==> src/cmdf_pkg.sv <==
// Shared types and constants of the cross median denoise filter.
package cmdf_pkg;

   localparam int MAX_WIDTH    = 1024;
   localparam int MAX_HEIGHT   = 4096;
   localparam int PIX_W        = 8;
   localparam int COL_W        = $clog2(MAX_WIDTH);
   localparam int ROW_W        = $clog2(MAX_HEIGHT);
   localparam int WIDTH_REG_W  = 11;
   localparam int HEIGHT_REG_W = 13;
   localparam int CSR_DATA_W   = 13;
   localparam int NUM_CELLS    = 3;
   localparam int FIFO_DEPTH   = 16;
   localparam int FIFO_AW      = $clog2(FIFO_DEPTH);
   localparam int FIFO_CW      = FIFO_AW + 1;

   typedef enum logic [0:0] {
      REG_IMAGE_WIDTH  = 1'b0,
      REG_IMAGE_HEIGHT = 1'b1
   } reg_index_type;

   typedef logic [PIX_W-1:0] pix_type;
   typedef pix_type [4:0] vec_type;

   typedef struct packed {
      pix_type pix;
      pix_type above;
      logic    has_first;
      logic    border;
      logic    last_row;
      logic    last_col;
   } side_type;

   typedef struct packed {
      pix_type pixel_out;
      logic    last_of_item;
      logic    end_of_frame;
   } rsp_type;

endpackage

==> src/cmdf_sort_cell.sv <==
// One sorting cell: two odd-even transposition layers over five samples.
module cmdf_sort_cell (
   input  logic                clock,
   input  logic                reset,
   input  logic                vld_in,
   input  cmdf_pkg::vec_type   vec_in,
   input  cmdf_pkg::side_type  side_in,
   output logic                vld_out,
   output cmdf_pkg::vec_type   vec_out,
   output cmdf_pkg::side_type  side_out
);
   import cmdf_pkg::*;

   logic     vld_ff;
   vec_type  vec_ff;
   vec_type  vec_in_sorted;
   side_type side_ff;

   always_comb begin
      vec_type a;
      vec_type b;
      a = vec_in;
      b = a;
      if (a[0] > a[1]) begin
         b[0] = a[1];
         b[1] = a[0];
      end
      if (a[2] > a[3]) begin
         b[2] = a[3];
         b[3] = a[2];
      end
      a = b;
      if (b[1] > b[2]) begin
         a[1] = b[2];
         a[2] = b[1];
      end
      if (b[3] > b[4]) begin
         a[3] = b[4];
         a[4] = b[3];
      end
      vec_in_sorted = a;
   end

   always_ff @(posedge clock) begin
      if (reset) begin
         vld_ff <= 1'b0;
      end else begin
         vld_ff <= vld_in;
      end
      vec_ff  <= vec_in_sorted;
      side_ff <= side_in;
   end

   assign vld_out  = vld_ff;
   assign vec_out  = vec_ff;
   assign side_out = side_ff;
endmodule

==> config.mk <==
export PLATFORM = sky130hd
export DESIGN_NAME = cmdf_sort_cell
export DESIGN_NICKNAME = d
export VERILOG_FILES = /design/src/cmdf_pkg.sv /design/src/cmdf_sort_cell.sv
export SDC_FILE = /design/constraint.sdc
export NUM_CORES = 1
export LEC_CHECK = 0
export BUFFER_PORTS_ARGS = -buffer_cell sky130_fd_sc_hd__buf_2
export CORE_MARGIN = 2
export CORE_UTILIZATION = 44
export CTS_BUF_LIST = sky130_fd_sc_hd__clkbuf_8
export DETAILED_ROUTE_END_ITERATION = 8
export MAX_ROUTING_LAYER = met4
export PLACE_DENSITY = 0.87
export RECOVER_POWER = 50
export SKIP_LAST_GASP = 1
export SYNTH_ARGS = -nofsm -noshare
export SYNTH_HDL_FRONTEND = slang
export SYNTH_SLANG_ARGS = --single-unit
export TNS_END_PERCENT = 100
==> constraint.sdc <==
create_clock -name clock -period 3.4 [get_ports clock]
set_input_delay 0.17 -clock clock [delete_from_list [all_inputs] [get_ports clock]]
set_output_delay 0.17 -clock clock [all_outputs]
set_load 0.1 [all_outputs]
### Word level (Yosys, flattened, before mapping)

Index checks and enable logic that the tools add are counted.

| word-level totals | value |
|---|---|
| bits in registers | 61 |
| output and inout bits | 61 |

| cells by class | value |
|---|---|
| $lt $le $gt $ge | 4 |
| muxes and demuxes | 4 |

Operator list:

| operator | count |
|---|---|
| 16-bit 2-to-1 mux | 4 |
| 8-bit greater-than comparator | 4 |

### Longest topological paths before layout

| logic depth | value |
|---|---|
| depth after elaboration | 4 |
| gate-level depth with buffers | 17 |

### Least setup slack after synthesis

OpenSTA, ideal clock, no wires.

| timing | value |
|---|---|
| path type | input-to-reg |
| start point | input vec_in[31] in the netlist's numbering |
| end point | register vec_ff, in the netlist vec_out[13] |
| data arrival time | 3.443 ns |
| path slack | -0.164 ns |
| stages | 17 |
| buffers on the path | 2 |
| cell sequence | inv_1 -> ha_1 -> nand2_1 -> o21a_1 -> and3_4 -> a211oi_4 -> buf_12 -> mux2_4 -> inv_1 -> ha_1 -> nor2b_1 -> o211ai_1 -> a21oi_1 -> a2111oi_0 -> o21bai_2 -> buf_2 -> mux2_2 |

RTL lines:

| item | line | source |
|---|---|---|
| from (decl) | cmdf_sort_cell.sv:6 | `input cmdf_pkg::vec_type vec_in,` |
| to (signal assigned) | cmdf_sort_cell.sv:50 | `vec_ff <= vec_in_sorted;` |
| to (decl) | cmdf_sort_cell.sv:15 | `vec_type vec_ff;` |

==> flow_summary.json <==
{
  "status": "finished, final reports clean",
  "ys_seq_elements": 61,
  "cp_slowest_cell": "a2111oi_2",
  "ant_nets": 0,
  "drt_first_iter_violations": 80,
  "die_w_um": 84.6,
  "cp_max_fo": 7,
  "syn_to_final_growth_pct": 54.5,
  "cp-end-kind": "register",
  "hold_class": "input port to register",
  "vias": 2464,
  "synth_warnings": 0,
  "cpPeakStageDelay_ns": 0.32,
  "critical_path.cell_chain": "buf_4 > ha_4 > nor2b_4 > o211ai_1 > and3_4 > a211oi_4 > buf_6 > buf_4 > mux2_4 > inv_1 > ha_1 > nand4_1 > a21oi_2 > a2111oi_2 > o21bai_4 > clkbuf_16 > mux2_4",
  "ys_types": 23,
  "cts_tree": "built",
  "syn_avg_cell_area_um2": 11.8,
  "clock_sinks": 61,
  "peakVddDrop_mv": 0.403,
  "buffer_ports.inserted": 123,
  "wl_mm": 7.09,
  "synth_top_family_by_area": "multiplexers",
  "dieArea_mm2": 0.00716,
  "rows": 29,
  "die_h_um": 84.6,
  "synthSimpleGateAreaFrac_pct": 4.29,
  "synth.largest_area_cell": "dfxtp_1",
  "p_leak_uw": 0.00214,
  "drtPass1Iterations": 4,
  "worst_pin_slew_ns": 1.21,
  "ys.flop_type": "dfxtp_1",
  "numCtsBuffers": 9,
  "syn_area_mm2": 0.00286,
  "tns_ns": 0,
  "place_inst": 475,
  "viasPerCell": 4.74,
  "synth-adder-area-share_pct": 14.0,
  "drc_errors": 0,
  "nets": 533,
  "synth_common_cells": "dfxtp_1 (61), mux2_2 (52), inv_1 (33)",
  "start_util_pct": 45.3,
  "yosysMostFrequentCell": "dfxtp_1",
  "cts_root_buf": "clkbuf_8",
  "synthCells": 242,
  "wl_per_cell_um": 13.6,
  "synth_area_leaders": "dfxtp_1 (43%), mux2_2 (20%), ha_1 (14%)",
  "maxSlewViolCount": 0,
  "synth_enable_flop_cells": 0,
  "setup_violations": 0,
  "power_density_mw_per_mm2": 720,
  "fin_cells": 520,
  "fmax_mhz": 305,
  "gp_congestion": 0.836,
  "h-tree-depth": 3,
  "antenna_found_initial": 0,
  "path_clk_slew_ns": 0.07,
  "cp-start-kind": "input port",
  "clock_path_buffers": 2,
  "n_antenna_cell": 0,
  "min_period_over_period_pct": 96.5,
  "synth-xor-area-share_pct": 0,
  "hold_viol": 0,
  "nFillCells": 492,
  "grt_overflow": 0,
  "synth_compound_area_share_pct": 6.91,
  "fp.coreArea_mm2": 0.00631,
  "async_reset_ff_share_pct": 0,
  "slew_headroom_pct": 19.6,
  "synth_seq_area_share_pct": 42.7,
  "synth_mux_area_share_pct": 26.2,
  "drive_above_1_share_pct": 51.0,
  "ios": 124,
  "grt_pass1_vias": 2580,
  "grt_max_degree": 13,
  "min_period_ns": 3.28,
  "grt_pass1_wl_mm": 10.9,
  "synth_nets": 337,
  "synth_top_area_share_pct": 42.7,
  "path_class": "input port to register",
  "grtUsageTotal_pct": 19.6,
  "hpwlAfterDp_mm": 5.30,
  "required_ns": 3.63,
  "cap_viol_max_count": 0,
  "worstPathArrival_ns": 3.51
}
[worst max-delay path: cells and delay by family]
| kind | cells | cell delay [ns] |
|---|---|---|
| AO/OA/AOI/OAI | 5 | 1.03 |
| buffers and inverters | 5 | 0.71 |
| multiplexers | 2 | 0.61 |
| AND/OR/NAND/NOR | 3 | 0.46 |
| adder cells (fa/ha/maj) | 2 | 0.53 |
[cell usage in the layout (no fill, tap or decap), types with 9 or more instances in the layout]
cell type,instances
buf_2,80
dfxtp_1,61
mux2_2,47
clkbuf_1,40
buf_4,38
inv_1,29
ha_1,27
dlygate4sd3_1,21
mux2_4,16
a21oi_1,10
clkbuf_8,9
[timing repair]
item,in CTS,in global routing
setup endpoints to repair,0,32
gates resized for setup,0,31
hold endpoints to repair,21,0
setup buffers,0,7
hold buffers,21,0
[cell families (layout without fill, tap and decap cells)]
group                    after synthesis  after routing
AND/OR/NAND/NOR                       23             23
multiplexers                          63             63
AO/OA/AOI/OAI                         26             26
buffers and inverters                 37            238
adder cells (fa/ha/maj)               32             32
flip-flops                            61             61
[routing by layer]
metal  GRT usage, %  share of wire (%)
met5              -                  0
met4           5.63                1.6
met1           20.4                 39
met2           35.9                 55
met3           5.51                5.4
[state kept, by name, indices dropped and copies added (netlist names)]
register,count
side_out,20
vld_out,1
vec_out,40
[metrics by stage]
| stage | util (%) | hold WS, ns | total power [uW] | setup WS, ns | area (um^2) |
|---|---|---|---|---|---|
| after floorplan | - | 0.198 | 2160 | -0.0201 | 2870 |
| after global placement | 60.9 | 0.272 | 2460 | -0.216 | 3840 |
| after detailed placement | 60.9 | 0.274 | 2490 | -0.201 | 3840 |
| after CTS | 67.2 | 0.0412 | 3130 | 0.152 | 4250 |
| after global routing | 70.0 | 0.0615 | 3310 | -0.00731 | 4420 |
| final | 70.0 | 0.0522 | 3180 | 0.119 | 4420 |
[layout make-up]
type,instances,area [um^2],area share (%)
clock buffer,9,124,2.80
clock inverter,7,67.6,1.53
inverter,33,124,2.80
multi-input combinational,144,1590,35.9
sequential,61,1220,27.6
tap,77,96.3,2.18
timing repair buffer,189,1200,27.1
[path summary, 6_finish.rpt]
check | slack, ns | from | depth (start not counted) | to
worst max-delay path | 0.12 | vec_in[17] | 17 | vec_out[14]$_DFF_P_
worst min-delay path | 0.05 | vld_in | 2 | vld_out$_SDFF_PP0_
[power by group]
group          internal (uW)  total [uW]  leakage [uW]  switching (uW)
clock                    334         618     0.0000964             284
sequential               838         867      0.000515            29.2
combinational            482        1690       0.00153            1210
Power figures use the tool's default switching activity.
