**config.mk**
```make
export PLATFORM = sky130hd
export DESIGN_NAME = cmdf_out_fifo
export DESIGN_NICKNAME = d
export VERILOG_FILES = /design/src/cmdf_pkg.sv /design/src/cmdf_out_fifo.sv
export SDC_FILE = /design/constraint.sdc
export NUM_CORES = 1
export LEC_CHECK = 0
export BUFFER_PORTS_ARGS = -buffer_cell sky130_fd_sc_hd__buf_2
export CAP_MARGIN = 5
export CORE_MARGIN = 3
export CORE_UTILIZATION = 51
export DETAILED_ROUTE_END_ITERATION = 7
export PLACE_DENSITY = 0.81
export SLEW_MARGIN = 25
export SYNTH_ARGS = -nofsm -noshare
export SYNTH_HDL_FRONTEND = slang
export SYNTH_SLANG_ARGS = --single-unit
export TNS_END_PERCENT = 5
```
**constraint.sdc**
```tcl
create_clock -name clock -period 3.3 [get_ports clock]
set_clock_uncertainty 0.05 [all_clocks]
set_input_delay 0.33 -clock clock [delete_from_list [all_inputs] [get_ports clock]]
set_output_delay 0.33 -clock clock [all_outputs]
set_load 0.01 [all_outputs]
```
**src/cmdf_pkg.sv**
```systemverilog
// Shared types and constants of the cross median denoise filter.
package cmdf_pkg;

   localparam int MAX_WIDTH    = 1024;
   localparam int MAX_HEIGHT   = 4096;
   localparam int PIX_W        = 8;
   localparam int COL_W        = $clog2(MAX_WIDTH);
   localparam int ROW_W        = $clog2(MAX_HEIGHT);
   localparam int WIDTH_REG_W  = 11;
   localparam int HEIGHT_REG_W = 13;
   localparam int CSR_DATA_W   = 13;
   localparam int NUM_CELLS    = 3;
   localparam int FIFO_DEPTH   = 16;
   localparam int FIFO_AW      = $clog2(FIFO_DEPTH);
   localparam int FIFO_CW      = FIFO_AW + 1;

   typedef enum logic [0:0] {
      REG_IMAGE_WIDTH  = 1'b0,
      REG_IMAGE_HEIGHT = 1'b1
   } reg_index_type;

   typedef logic [PIX_W-1:0] pix_type;
   typedef pix_type [4:0] vec_type;

   typedef struct packed {
      pix_type pix;
      pix_type above;
      logic    has_first;
      logic    border;
      logic    last_row;
      logic    last_col;
   } side_type;

   typedef struct packed {
      pix_type pixel_out;
      logic    last_of_item;
      logic    end_of_frame;
   } rsp_type;

endpackage

```
**src/cmdf_out_fifo.sv**
```systemverilog
// Result queue taking up to two items per cycle and giving one when the reader is ready.
module cmdf_out_fifo (
   input  logic                          clock,
   input  logic                          reset,
   input  logic [1:0]                    wr_en,
   input  cmdf_pkg::rsp_type             wr_data0,
   input  cmdf_pkg::rsp_type             wr_data1,
   output logic                          rd_valid,
   input  logic                          rd_ready,
   output cmdf_pkg::rsp_type             rd_data,
   output logic [cmdf_pkg::FIFO_CW-1:0]  count
);
   import cmdf_pkg::*;

   rsp_type              store_ff [FIFO_DEPTH];
   logic [FIFO_AW-1:0]   wr_ptr_ff;
   logic [FIFO_AW-1:0]   wr_ptr_in;
   logic [FIFO_AW-1:0]   rd_ptr_ff;
   logic [FIFO_AW-1:0]   rd_ptr_in;
   logic [FIFO_CW-1:0]   count_ff;
   logic [FIFO_CW-1:0]   count_in;
   logic                 pop;
   logic [FIFO_AW-1:0]   wr_ptr_next;

   assign pop         = rd_valid && rd_ready;
   assign wr_ptr_next = wr_ptr_ff + FIFO_AW'(1);

   // Slot one is only used together with slot zero.
   always_comb begin
      wr_ptr_in = wr_ptr_ff + FIFO_AW'(wr_en[0]) + FIFO_AW'(wr_en[1]);
      rd_ptr_in = rd_ptr_ff + FIFO_AW'(pop);
      count_in  = count_ff + FIFO_CW'(wr_en[0]) + FIFO_CW'(wr_en[1]) - FIFO_CW'(pop);
   end

   always_ff @(posedge clock) begin
      if (reset) begin
         wr_ptr_ff <= '0;
         rd_ptr_ff <= '0;
         count_ff  <= '0;
      end else begin
         wr_ptr_ff <= wr_ptr_in;
         rd_ptr_ff <= rd_ptr_in;
         count_ff  <= count_in;
      end
      if (wr_en[0]) begin
         store_ff[wr_ptr_ff] <= wr_data0;
      end
      if (wr_en[1]) begin
         store_ff[wr_ptr_next] <= wr_data1;
      end
   end

   assign rd_valid = (count_ff != '0);
   assign rd_data  = store_ff[rd_ptr_ff];
   assign count    = count_ff;

`ifndef ASSERT_OFF
   a_no_overflow: assert property (@(posedge clock) disable iff (reset)
      count_ff <= FIFO_CW'(FIFO_DEPTH))
      else $error("result queue overflow");

   a_ptr_count: assert property (@(posedge clock) disable iff (reset)
      count_ff[FIFO_AW-1:0] == FIFO_AW'(wr_ptr_ff - rd_ptr_ff))
      else $error("result queue pointers disagree with count");

   a_pair_order: assert property (@(posedge clock) disable iff (reset)
      wr_en[1] |-> wr_en[0])
      else $error("second slot written without the first");
`endif
endmodule

```
After elaboration in Yosys (flattened, before gate mapping)
Memories as Yosys holds them, arrays and structs flattened. A register that Yosys moved wholly into a read port is not among the register bits.
Index checks and enable logic that the tools add are counted.
Widths: inputs -> output; s select.
{"block": "totals", "reg_bits": 13, "ramBits": 160, "inputBits": 25, "output_inout_bits": 16, "wordCells": 18, "n_memories": 1}
{"block": "classes", "add_sub_neg": 7, "mux": 5, "reduce_logical": 2}
{"name": "store_ff", "words": 16, "width": 10, "rd": 1, "rd_ports_with_merged_regs": 1, "wr": 2, "line_no": "cmdf_out_fifo.sv:15", "rtl": "rsp_type store_ff [FIFO_DEPTH];"}
{"cell": "$add 4x1->4", "n": 3}
{"cell": "$add 5x1->5", "n": 2}
{"cell": "$reduce_bool 5->1", "n": 1}
{"cell": "$sub 5x1->5", "n": 1}
{"cell": "$add 4x1->4 const B", "n": 1}
{"cell": "$mux 1", "n": 4}
{"cell": "$mux 4", "n": 1}
{"cell": "$logic_and 1x1->1", "n": 1}

Depth between registers and ports, before layout
Gate-level depths: netlist (run 1).
{"block": "logic_depth", "ltp_word": 4, "ltp_mapped": 12, "depth_no_buf": 12}

Worst setup path after synthesis (run 1)
OpenSTA, ideal clock, no wires.
{"block": "synth_timing", "path_type": "flip-flop to flip-flop", "start": "reg count_ff[3] (netlist: count[3])", "end": "reg count_ff[4] (netlist: count[4])", "setup_time_ps": 71, "t_arrival_ps": 3138, "slack_ps": 42, "path_stages_with_launch": 13, "period_less_slack_ps": 3258, "cell_sequence": "dfxtp_1 > inv_1 > ha_1 > or4b_2 > and2_1 > ha_1 > inv_1 > fa_1 > fa_1 > a21oi_1 > nor2_1 > or3_1 > a21oi_1"}
{"block": "synth_between", "elab_chain_cells": 3, "elab_cells_between_ends": 5, "classes_between": "add/sub (3); reduce/logical (2)"}
{"element": "from (decl)", "line_no": "cmdf_out_fifo.sv:20", "rtl": "logic [FIFO_CW-1:0] count_ff;"}
{"element": "from (signal assigned)", "line_no": "cmdf_out_fifo.sv:43", "rtl": "count_ff <= count_in;"}
{"element": "$reduce_bool 5->1", "line_no": "cmdf_out_fifo.sv:53", "rtl": "assign rd_valid = (count_ff != '0);"}
{"element": "named net rd_valid", "line_no": "cmdf_out_fifo.sv:8", "rtl": "output logic rd_valid,"}
{"element": "$logic_and 1x1->1", "line_no": "cmdf_out_fifo.sv:25", "rtl": "assign pop = rd_valid && rd_ready;"}
{"element": "$sub 5x1->5", "line_no": "cmdf_out_fifo.sv:32", "rtl": "count_in = count_ff + FIFO_CW'(wr_en[0]) + FIFO_CW'(wr_en[1]) - FIFO_CW'(pop);"}
The timed path passes the listed nets, and every way through them passes these cells.
A chain may end at the register's enable or synchronous reset.

Final worst setup path (run 1)
{"block": "layout_timing", "start": "reg count_ff[3] (netlist: count[3])", "end": "reg count_ff[4] (netlist: count[4])"}
{"block": "layout_between", "elab_chain_cells": 3, "elab_cells_between_ends": 5, "classes_between": "add/sub (3); reduce/logical (2)"}
{"element": "$add 5x1->5 / $reduce_bool 5->1 (equally long branches)", "line_no": "cmdf_out_fifo.sv:32, cmdf_out_fifo.sv:53"}
{"element": "$add 5x1->5 / $logic_and 1x1->1 (equally long branches)", "line_no": "cmdf_out_fifo.sv:32, cmdf_out_fifo.sv:25"}
{"element": "$sub 5x1->5 (*)", "line_no": "cmdf_out_fifo.sv:32"}
Every way passes the cells marked *; elsewhere a longest branch is shown, timed or not.

==> flow_summary_export.csv, run 1 <==
group,metric,value,unit
final_layout,area_growth,11.4,%
synthesis,synth_simple_gate_area_frac,0.0473,
critical_path,path_buf_inv,2,
route,via_per_inst,6.43,
placement,port-buffer-count,40,
global_routing,grt_pass1_vias,5577,
final_layout,multiInputGateArea,3620,µm²
synthesis,synth_top_family_by_area,"multiplexers",
power_and_ir_drop,power,5.96,mW
floorplan,die_area,19000,µm²
placement,placed_cell_area,9350,µm²
sta,final_max_slew_viol_count,0,
synthesis,ys_async_sr_fraction,0,
synthesis,ys_top_cells_by_area,"edfxtp_1 54%, mux2_2 19%, mux4_2 10%, dfxtp_1 2.9%, a22oi_1 1.8%",
final_layout,layout-drive-gt1-share,0.513,
floorplan,core_area,16800,µm²
critical_path,cp_top_family,"adder cells",
critical_path,critPathMaxStageDelay,0.46,ns
placement,dpl.cell_count,791,
floorplan,initial_core_util,0.528,
final_layout,design_area,9900,µm²
synthesis,syn_area_per_cell,16.1,µm²
sta,hold_ws,0.176,ns
flow_run,drv_cap,0,
critical_path,crit_fanout,3,
final_layout,area.sequential,5070,µm²
critical_path,crit_slowest_cell,"or4b_4",
critical_path,cp.required,3.61,ns
clock_tree,cts_hold_buf,0,
sta,post-route-min-period,3.09,ns
route,routed_wl,21600,µm
synthesis,yosys.area.top_type_share,0.541,
synthesis,ys_seq_elements,173,
final_layout,utilization,0.589,
synthesis,ys_top_cells_by_count,"160 x edfxtp_1, 150 x mux2_2, 40 x mux4_2",
clock_tree,cts-root-buf,"clkbuf_16",
route,ant_nets,0,
synthesis,yosysTopAreaCell,"edfxtp_1",
synthesis,syn_nets,589,
placement,globalplace.congestion,0.915,
synthesis,synthCells,553,
route,num_vias,5270,
critical_path,worstSetupStartpointType,"flip-flop",
sta,tightest_slew,0.894,ns
sta,fmax,323,MHz
synthesis,synth_compound_area_frac,0.0241,
sta,final_hold_viol_count,0,
final_layout,num-nets-final,626,
floorplan,rows,47,
sta,rsz0062_at_grt,"no",
synthesis,synth-edff-count,160,
floorplan,ios,41,
sta,tns,0,ns
global_routing,grt_use_total,0.230,
route,drc,0,
critical_path,worstPathArrival,3.40,ns
clock_tree,htree_levels,4,
min_path,hold_path.class,"input port to flip-flop",
power_and_ir_drop,ir_drop,0.000429,V
synthesis,netlist_area,8890,µm²
final_layout,antenna_cells,0,
run_status,status,"finished clean",
power_and_ir_drop,power_density,602,nW/µm²
global_routing,overflow,0,
route,wl_per_cell,26.4,µm
route,drtIter0Drc,533,
synthesis,synth_seq_area_share,0.570,
final_layout,nFillCells,1289,
critical_path,endpoint_kind,"flip-flop",
placement,place_ws,-0.0678,ns
clock_tree,insertion_delay,0.42,ns
synthesis,synthAdderAreaFrac,0.0180,
synthesis,yosys_most_used_dff,"edfxtp_1",
synthesis,synth_xor_area_frac,0.00690,
clock_tree,clock_path_buffers,2,
floorplan,fp.dieH,138,µm
synthesis,synth_mux_area_frac,0.308,
synthesis,synth_cell_types,36,
sta,worst_slack,0.208,ns
clock_tree,tritoncts,"done",
global_routing,grt_max_degree,27,
floorplan,die_w,138,µm
route,first_pass_iters,5,
global_routing,grt_pass1_wl,33000,µm
clock_tree,path_clk_slew,0.06,ns
sta,setup-violations-final,0,
placement,dp_hpwl,13300,µm
synthesis,synth-warning-count,0,
final_layout,stdcell_count,820,
sta,slew_headroom,0.404,
critical_path,crit_chain,"inv_1 -> ha_1 -> or4b_4 -> and2_4 -> ha_1 -> inv_1 -> fa_2 -> fa_2 -> a21oi_1 -> nor2_1 -> or3_1 -> a21oi_2",
power_and_ir_drop,p_leak,3.31,nW
clock_tree,cts_buffers,17,
synthesis,synth.most_common_cell,"edfxtp_1",
critical_path,path_class,"flip-flop to flip-flop",
clock_tree,cts_num_sinks,173,
sta,min_period_over_period,0.937,
global_routing,antenna_found_initial,1,
[cell type report]
cell class | count | area share
multi-input cells | 328 | 0.366
clock inverters | 9 | 0.00986
flip-flops and latches | 173 | 0.512
repair buffers | 60 | 0.0366
inverters | 10 | 0.00379
well taps | 220 | 0.0278
clock buffers | 20 | 0.0441
[cell families after synthesis]
family	Yosys count
AOI/OAI and AO/OA	30
DFF	173
xor gates and xnor gates	7
buffers and inverters	52
muxes	200
and+or+nand+nor	80
adders and majority gates	11
[flip-flops by register name, summed over array words and instances, names as in the netlist]
register and cells:
wr_ptr_ff 4, rd_ptr_ff 4, count 5, store_ff 160
[worst paths after layout]
kind,startpoint,end,slack (ns),cells after the start
hold / removal,reset,wr_ptr_ff[0],0.18,2
setup / recovery,count[3],count[4],0.21,12
hold reg to reg,rd_ptr_ff[2],rd_ptr_ff[2],0.59,2
setup reg to reg,count[3],count[4],0.21,12
[layout by cell type, fill, tap and decap left out, drive strengths merged, types with 2 or more instances in the layout]
cell type	count
edfxtp	160
mux2	160
buf	60
mux4	40
nor2	29
a22oi	21
nand2	20
clkbuf	20
dfxtp	13
inv	11
nor2b	9
ha	8
clkinv	6
nand3	6
nand2b	4
nor3	4
xnor2	4
xor2	3
a21oi	3
fa	3
or3	2
o21ai	2
bufinv	2
and2	2
[repair_timing]
| action | CTS | global route |
|---|---|---|
| setup buffers | 0 | 0 |
| gates resized for setup | 2 | 3 |
| endpoints found under the setup margin | 1 | 1 |
| pin swaps | 0 | 0 |
[report_power, final]
group          internal [mW]  switching, mW
Combinational          0.717          0.731
Sequential              2.54         0.0894
Clock                   1.09          0.790
[metal layers]
layer  wire [µm]  vias to the layer above  GRT usage  part of all wire
li1            -                     2236          -                 -
met1        8280                     2706      0.300              0.38
met2       11000                      281      0.380              0.51
met3        1750                       43     0.0521             0.081
met4         495                        4     0.0868             0.023
met5          66                        -     0.0175            0.0030
No activity file was read; power rests on OpenSTA's default activity.
==> run 2: changes to the inputs <==
Settings changed: PLACE_DENSITY 0.81 to 0.71.
==> run 2 against run 1 <==
First-iteration DRC count decreased by 6.6%. Via count decreased by 2.9%. Sequential power about the same. Critical endpoint unchanged. Combinational power decreased by 3%. Final cell count increased by 0.98%. Cell area increased by 0.13%. Largest cell class unchanged.
==> flow_summary_export.csv, run 2 (synthesized netlist as in run 1, its figures left out) <==
group,metric,value,unit
floorplan,die_w,138,µm
global_routing,grt_max_degree,27,
power_and_ir_drop,clkPwrFrac,0.306,
power_and_ir_drop,ir_drop,0.000369,V
sta,final_max_slew_viol_count,0,
global_routing,grt_busiest_layer,"met2",
final_layout,design_area,9910,µm²
route,first_pass_iters,5,
placement,port-buffer-count,40,
final_layout,num-nets-final,632,
clock_tree,cts-root-buf,"clkbuf_16",
critical_path,worstPathArrival,3.49,ns
power_and_ir_drop,internal_power,4.28,mW
min_path,hold_path.class,"input port to flip-flop",
critical_path,r2r_cells,12,
clock_tree,cts_buffers,17,
critical_path,crit_slowest_cell,"or4b_2",
placement,place_ws,-0.0659,ns
floorplan,ios,41,
global_routing,grt_use_met3,0.0483,
critical_path,path_class,"flip-flop to flip-flop",
route,wl_per_cell,25.5,µm
final_layout,max_flop_register,"store_ff",
global_routing,grt_util_met2,0.394,
critical_path,critPathMaxStageDelay,0.59,ns
power_and_ir_drop,p_sw_frac,0.269,
sta,final_hold_viol_count,0,
clock_tree,path_clk_slew,0.06,ns
flow_run,drv_cap,0,
clock_tree,htree_levels,4,
min_path,holdPathEnd,"wr_ptr_ff[0]",
placement,placed_cell_area,9380,µm²
route,num_vias,5119,
floorplan,rows,47,
critical_path,worstSetupStartpointType,"flip-flop",
clock_tree,cts_hold_buf,0,
sta,slew_headroom,0.482,
global_routing,grtUsageMet1,0.280,
floorplan,die_area,19000,µm²
clock_tree,clock_path_buffers,2,
critical_path,r2r_setup_slack,0.12,ns
critical_path,crit_chain,"inv_1 -> ha_1 -> or4b_2 -> and2_1 -> ha_1 -> inv_1 -> fa_2 -> fa_2 -> a21oi_1 -> nor2_1 -> or3_1 -> a21oi_1",
final_layout,area.sequential,5070,µm²
placement,globalplace.congestion,0.843,
min_path,hold_path.startpoint,"reset",
global_routing,grt_pass1_wl,32400,µm
placement,dp_hpwl,13500,µm
route,ant_nets,0,
critical_path,endpoint_kind,"flip-flop",
sta,worst_slack,0.123,ns
sta,fmax,315,MHz
critical_path,crit_fanout,3,
clock_tree,tritoncts,"done",
final_layout,layout_commonest_cell,"edfxtp_1",
run_status,status,"finished clean",
sta,setup-violations-final,0,
sta,min_period_over_period,0.963,
power_and_ir_drop,p_comb_frac,0.239,
route,via_per_inst,6.18,
critical_path,reg2reg_to,"count[4]",
final_layout,antenna_cells,0,
final_layout,layout-drive-gt1-share,0.510,
floorplan,fp.dieH,138,µm
route,routed_wl,21100,µm
final_layout,multiInputGateArea,3610,µm²
sta,rsz0062_at_grt,"no",
floorplan,core_area,16800,µm²
final_layout,mostFrequentLayoutCells,"160 x edfxtp_1, 150 x mux2_2, 40 x mux4_2, 40 x buf_2, 25 x buf_4",
global_routing,antenna_found_initial,0,
clock_tree,insertion_delay,0.43,ns
power_and_ir_drop,p_switching,1.58,mW
power_and_ir_drop,p_leak,3.33,nW
floorplan,initial_core_util,0.528,
route,drtIter0Drc,498,
final_layout,largest_reg_flops,160,
final_layout,nFillCells,1318,
power_and_ir_drop,power_density,591,nW/µm²
min_path,worstHoldPathCells,2,
critical_path,r2r_start,"count[3]",
sta,post-route-min-period,3.18,ns
route,drc,0,
global_routing,grt_pass1_vias,5497,
global_routing,overflow,0,
clock_tree,cts_num_sinks,173,
sta,tightest_slew,0.776,ns
power_and_ir_drop,pwr-share-seq,0.455,
critical_path,cp.required,3.61,ns
global_routing,grt_use_total,0.227,
final_layout,area_growth,11.5,%
-- run 2: cell types whose count changed in the layout (fill, tap and decap cells not counted), sizes merged --
cell      delta
buf          +6
clkinv       +3
bufinv       -1
clkinvlp     +1
inv          -1
-- run 2: repair_timing --
item                                    4_1_cts  5_1_grt
resized for setup                             2        0
buffers inserted                              0        1
endpoints found under the setup margin        1        1
pin swaps                                     0        1
-- run 2: per-layer routing --
layer,part of all wire,up-vias
li1,-,2260
met1,0.40,2633
met2,0.52,181
met3,0.052,45
met4,0.029,0
met5,0,-
-- run 2: worst max-delay path, delay by kind of cell (launching register included) --
| kind | cells | cell delay (ns) |
|---|---|---|
| AND/OR/NAND/NOR | 4 | 1.20 |
| adder cells (fa/ha/maj) | 4 | 1.11 |
| flip-flops | 1 | 0.33 |
| AO/OA/AOI/OAI | 2 | 0.28 |
| buffers and inverters | 2 | 0.14 |
-- run 2: worst max-delay path by stage --
stage / startpoint / to / slack, ns / depth (start not counted)
2_1_floorplan: count[3] / count[4] / 0.04 / 12
3_3_place_gp: count[3] / count[4] / 0.1 / 12
3_5_place_dp: count[2] / count[4] / -0.07 / 12
4_1_cts: count[2] / count[4] / 0.05 / 12
5_1_grt: count[2] / count[4] / 0.009 / 12
6_report: count[3] / count[4] / 0.12 / 12
-- run 2: final cells by class --
class / count / share of cell area
Tap cell: 220 / 0.0278
Clock inverter: 11 / 0.00783
Multi-Input combinational cell: 328 / 0.364
Clock buffer: 20 / 0.0440
Sequential cell: 173 / 0.511
Inverter: 10 / 0.00379
Timing Repair Buffer: 66 / 0.0411
-- run 2: through the flow --
step | hold slack, ns | cells | power [mW] | setup TNS (ns) | util
after global placement | 0.533 | 796 | 4.04 | 0 | 0.558
after CTS | 0.173 | 827 | 5.90 | 0 | 0.589
after floorplan | 0.352 | 553 | 3.67 | 0 | -
final | 0.181 | 828 | 5.86 | 0 | 0.589
after detailed placement | 0.573 | 796 | 4.11 | -0.0659 | 0.558
after global routing | 0.204 | 828 | 6.11 | 0 | 0.589
-- run 2: power by group through the flow --
stage | Sequential, mW | Combinational [mW] | Clock (mW)
final | 2.66 | 1.40 | 1.79
after CTS | 2.66 | 1.41 | 1.83
after global placement | 2.70 | 1.35 | 0
after global routing | 2.68 | 1.52 | 1.91
after floorplan | 2.63 | 1.05 | 0
after detailed placement | 2.71 | 1.40 | 0
==> run 3: changes to the inputs <==
Settings changed: CELL_PAD_IN_SITES_DETAIL_PLACEMENT set to 1, CELL_PAD_IN_SITES_GLOBAL_PLACEMENT set to 1, CORE_UTILIZATION 51 to 49, CTS_BUF_LIST set to sky130_fd_sc_hd__clkbuf_8, PLACE_DENSITY 0.71 to not set, PLACE_DENSITY_LB_ADDON set to 0.1.
==> run 3 against run 2 <==
Largest cell class unchanged. Count of clock-buffer cells in the layout is 3 lower. Worst hold slack worse by 0.022 ns. Register-to-register slack better by 0.16 ns. Global-route usage is 1.9 points higher. Flip-flop and latch count stayed put. Largest power group unchanged. Die area is 3.9% higher. Routed wire length is 10% higher. Cell area is 1.2% lower. Highest routed layer unchanged. Combinational power is 4% higher.
==> flow_summary_export.csv, run 3 (synthesized netlist as in run 1, its figures left out) <==
group,metric,value,unit
min_path,hold_path.startpoint,"reset",
route,num_vias,5141,
floorplan,initial_core_util,0.507,
placement,port-buffer-count,40,
sta,final_hold_viol_count,0,
final_layout,num-nets-final,631,
sta,setup-violations-final,0,
critical_path,endpoint_kind,"flip-flop",
placement,dp_hpwl,15100,µm
power_and_ir_drop,p_switching,1.60,mW
power_and_ir_drop,power,5.52,mW
final_layout,area_growth,10.2,%
final_layout,antenna_cells,0,
critical_path,cp_top_family,"adder cells",
critical_path,r2r_cells,12,
critical_path,worstSetupStartpointType,"flip-flop",
critical_path,worstPathArrival,3.37,ns
power_and_ir_drop,p_sw_frac,0.290,
sta,tns,0,ns
final_layout,max_flop_register,"store_ff",
final_layout,layout_commonest_cell,"edfxtp_1",
sta,min_period_over_period,0.916,
sta,worst_slack,0.278,ns
sta,fmax,331,MHz
min_path,hold_path.class,"input port to flip-flop",
clock_tree,post_cts_buffers,0,
critical_path,crit_fanout,3,
power_and_ir_drop,p_comb_frac,0.262,
min_path,holdPathEnd,"count[4]",
route,drtIter0Drc,479,
clock_tree,insertion_delay,0.45,ns
clock_tree,htree_levels,4,
global_routing,grt_use_total,0.246,
clock_tree,cts_hold_buf,0,
sta,rsz0062_at_grt,"no",
route,wl_per_cell,27.9,µm
clock_tree,tritoncts,"done",
final_layout,mostFrequentLayoutCells,"160 x edfxtp_1, 150 x mux2_2, 40 x mux4_2, 40 x buf_2, 24 x buf_4",
global_routing,antenna_found_initial,0,
run_status,status,"finished clean",
route,via_per_inst,6.17,
power_and_ir_drop,clkPwrFrac,0.256,
route,drc,0,
placement,globalplace.congestion,0.847,
final_layout,layout-drive-gt1-share,0.525,
route,ant_nets,0,
power_and_ir_drop,internal_power,3.92,mW
global_routing,grt_pass1_vias,5610,
critical_path,crit_slowest_cell,"or4b_4",
critical_path,crit_chain,"inv_1 -> ha_1 -> or4b_4 -> and2_4 -> ha_1 -> inv_1 -> fa_2 -> fa_2 -> a21oi_2 -> nor2_1 -> or3_1 -> a21oi_2",
route,routed_wl,23300,µm
floorplan,rows,48,
floorplan,ios,41,
floorplan,core_area,17500,µm²
final_layout,nFillCells,1657,
sta,final_max_slew_viol_count,0,
critical_path,r2r_start,"count[3]",
clock_tree,clock_path_buffers,2,
final_layout,largest_reg_flops,160,
global_routing,overflow,0,
critical_path,r2r_setup_slack,0.28,ns
clock_tree,cts_num_sinks,173,
power_and_ir_drop,power_density,564,nW/µm²
sta,slew_headroom,0.418,
power_and_ir_drop,p_leak,3.27,nW
sta,post-route-min-period,3.02,ns
critical_path,reg2reg_to,"count[4]",
clock_tree,cts_buffers,17,
clock_tree,cts-root-buf,"clkbuf_8",
power_and_ir_drop,pwr-share-seq,0.482,
clock_tree,path_clk_slew,0.08,ns
placement,place_ws,-0.0357,ns
critical_path,cp.required,3.64,ns
route,first_pass_iters,5,
flow_run,drv_cap,0,
sta,tightest_slew,0.871,ns
power_and_ir_drop,ir_drop,0.000443,V
critical_path,path_class,"flip-flop to flip-flop",
floorplan,die_area,19800,µm²
sta,hold_ws,0.159,ns
global_routing,grt_max_degree,27,
critical_path,path_buf_inv,2,
critical_path,critPathMaxStageDelay,0.45,ns
floorplan,die_w,141,µm
floorplan,fp.dieH,141,µm
global_routing,grt_pass1_wl,35400,µm
min_path,worstHoldPathCells,2,
run 3: worst max-delay path by stage:
stage | startpoint | to | slack [ns] | cells after the start
2_1_floorplan | count[3] | count[4] | 0.04 | 12
3_3_place_gp | count[3] | count[4] | 0.05 | 12
3_5_place_dp | count[3] | count[4] | -0.04 | 12
4_1_cts | count[3] | count[4] | 0.06 | 12
5_1_grt | count[2] | count[4] | 0.13 | 12
6_report | count[3] | count[4] | 0.28 | 12
run 3: power by group through the flow:
stage / clock, mW / sequential, mW / combinational [mW]
after global routing: 1.54 / 2.68 / 1.58
after global placement: 0 / 2.70 / 1.39
after CTS: 1.44 / 2.67 / 1.44
final: 1.41 / 2.66 / 1.45
after detailed placement: 0 / 2.72 / 1.43
after floorplan: 0 / 2.63 / 1.05
run 3: metrics by stage:
step | std cells | util | cell area (µm²)
2_1_floorplan | 553 | - | 8890
3_3_place_gp | 801 | 0.536 | 9410
3_5_place_dp | 801 | 0.536 | 9410
4_1_cts | 833 | 0.558 | 9780
5_1_grt | 833 | 0.559 | 9790
6_report | 833 | 0.559 | 9790
run 3: per-layer routing:
layer,track usage,vias up,wire length (µm)
met4,0.0663,0,404
li1,-,2246,-
met2,0.406,114,11700
met5,0,-,0
met1,0.343,2760,10400
met3,0.0410,21,767
run 3: area by class of cell:
type                       instances  area [µm²]  area share
timing repair buffer              65         400      0.0409
tap                              225         282      0.0287
clock buffer                      17         234      0.0239
sequential                       173        5070       0.517
clock inverter                    15         134      0.0137
inverter                          10        37.5     0.00383
multi-input combinational        328        3640       0.372
run 3: what timing repair did:
action | CTS | global route
setup endpoints to repair | 1 | 1
gates resized for setup | 2 | 4
pin swaps | 0 | 1
run 3: worst register-to-register path, cell delays in order (launching register included):
cell	delay (ns)
dfxtp_1	0.34
inv_1	0.09
ha_1	0.13
or4b_4	0.45
and2_4	0.17
ha_1	0.26
inv_1	0.05
fa_2	0.35
fa_2	0.37
a21oi_2	0.13
nor2_1	0.05
or3_1	0.38
a21oi_2	0.14
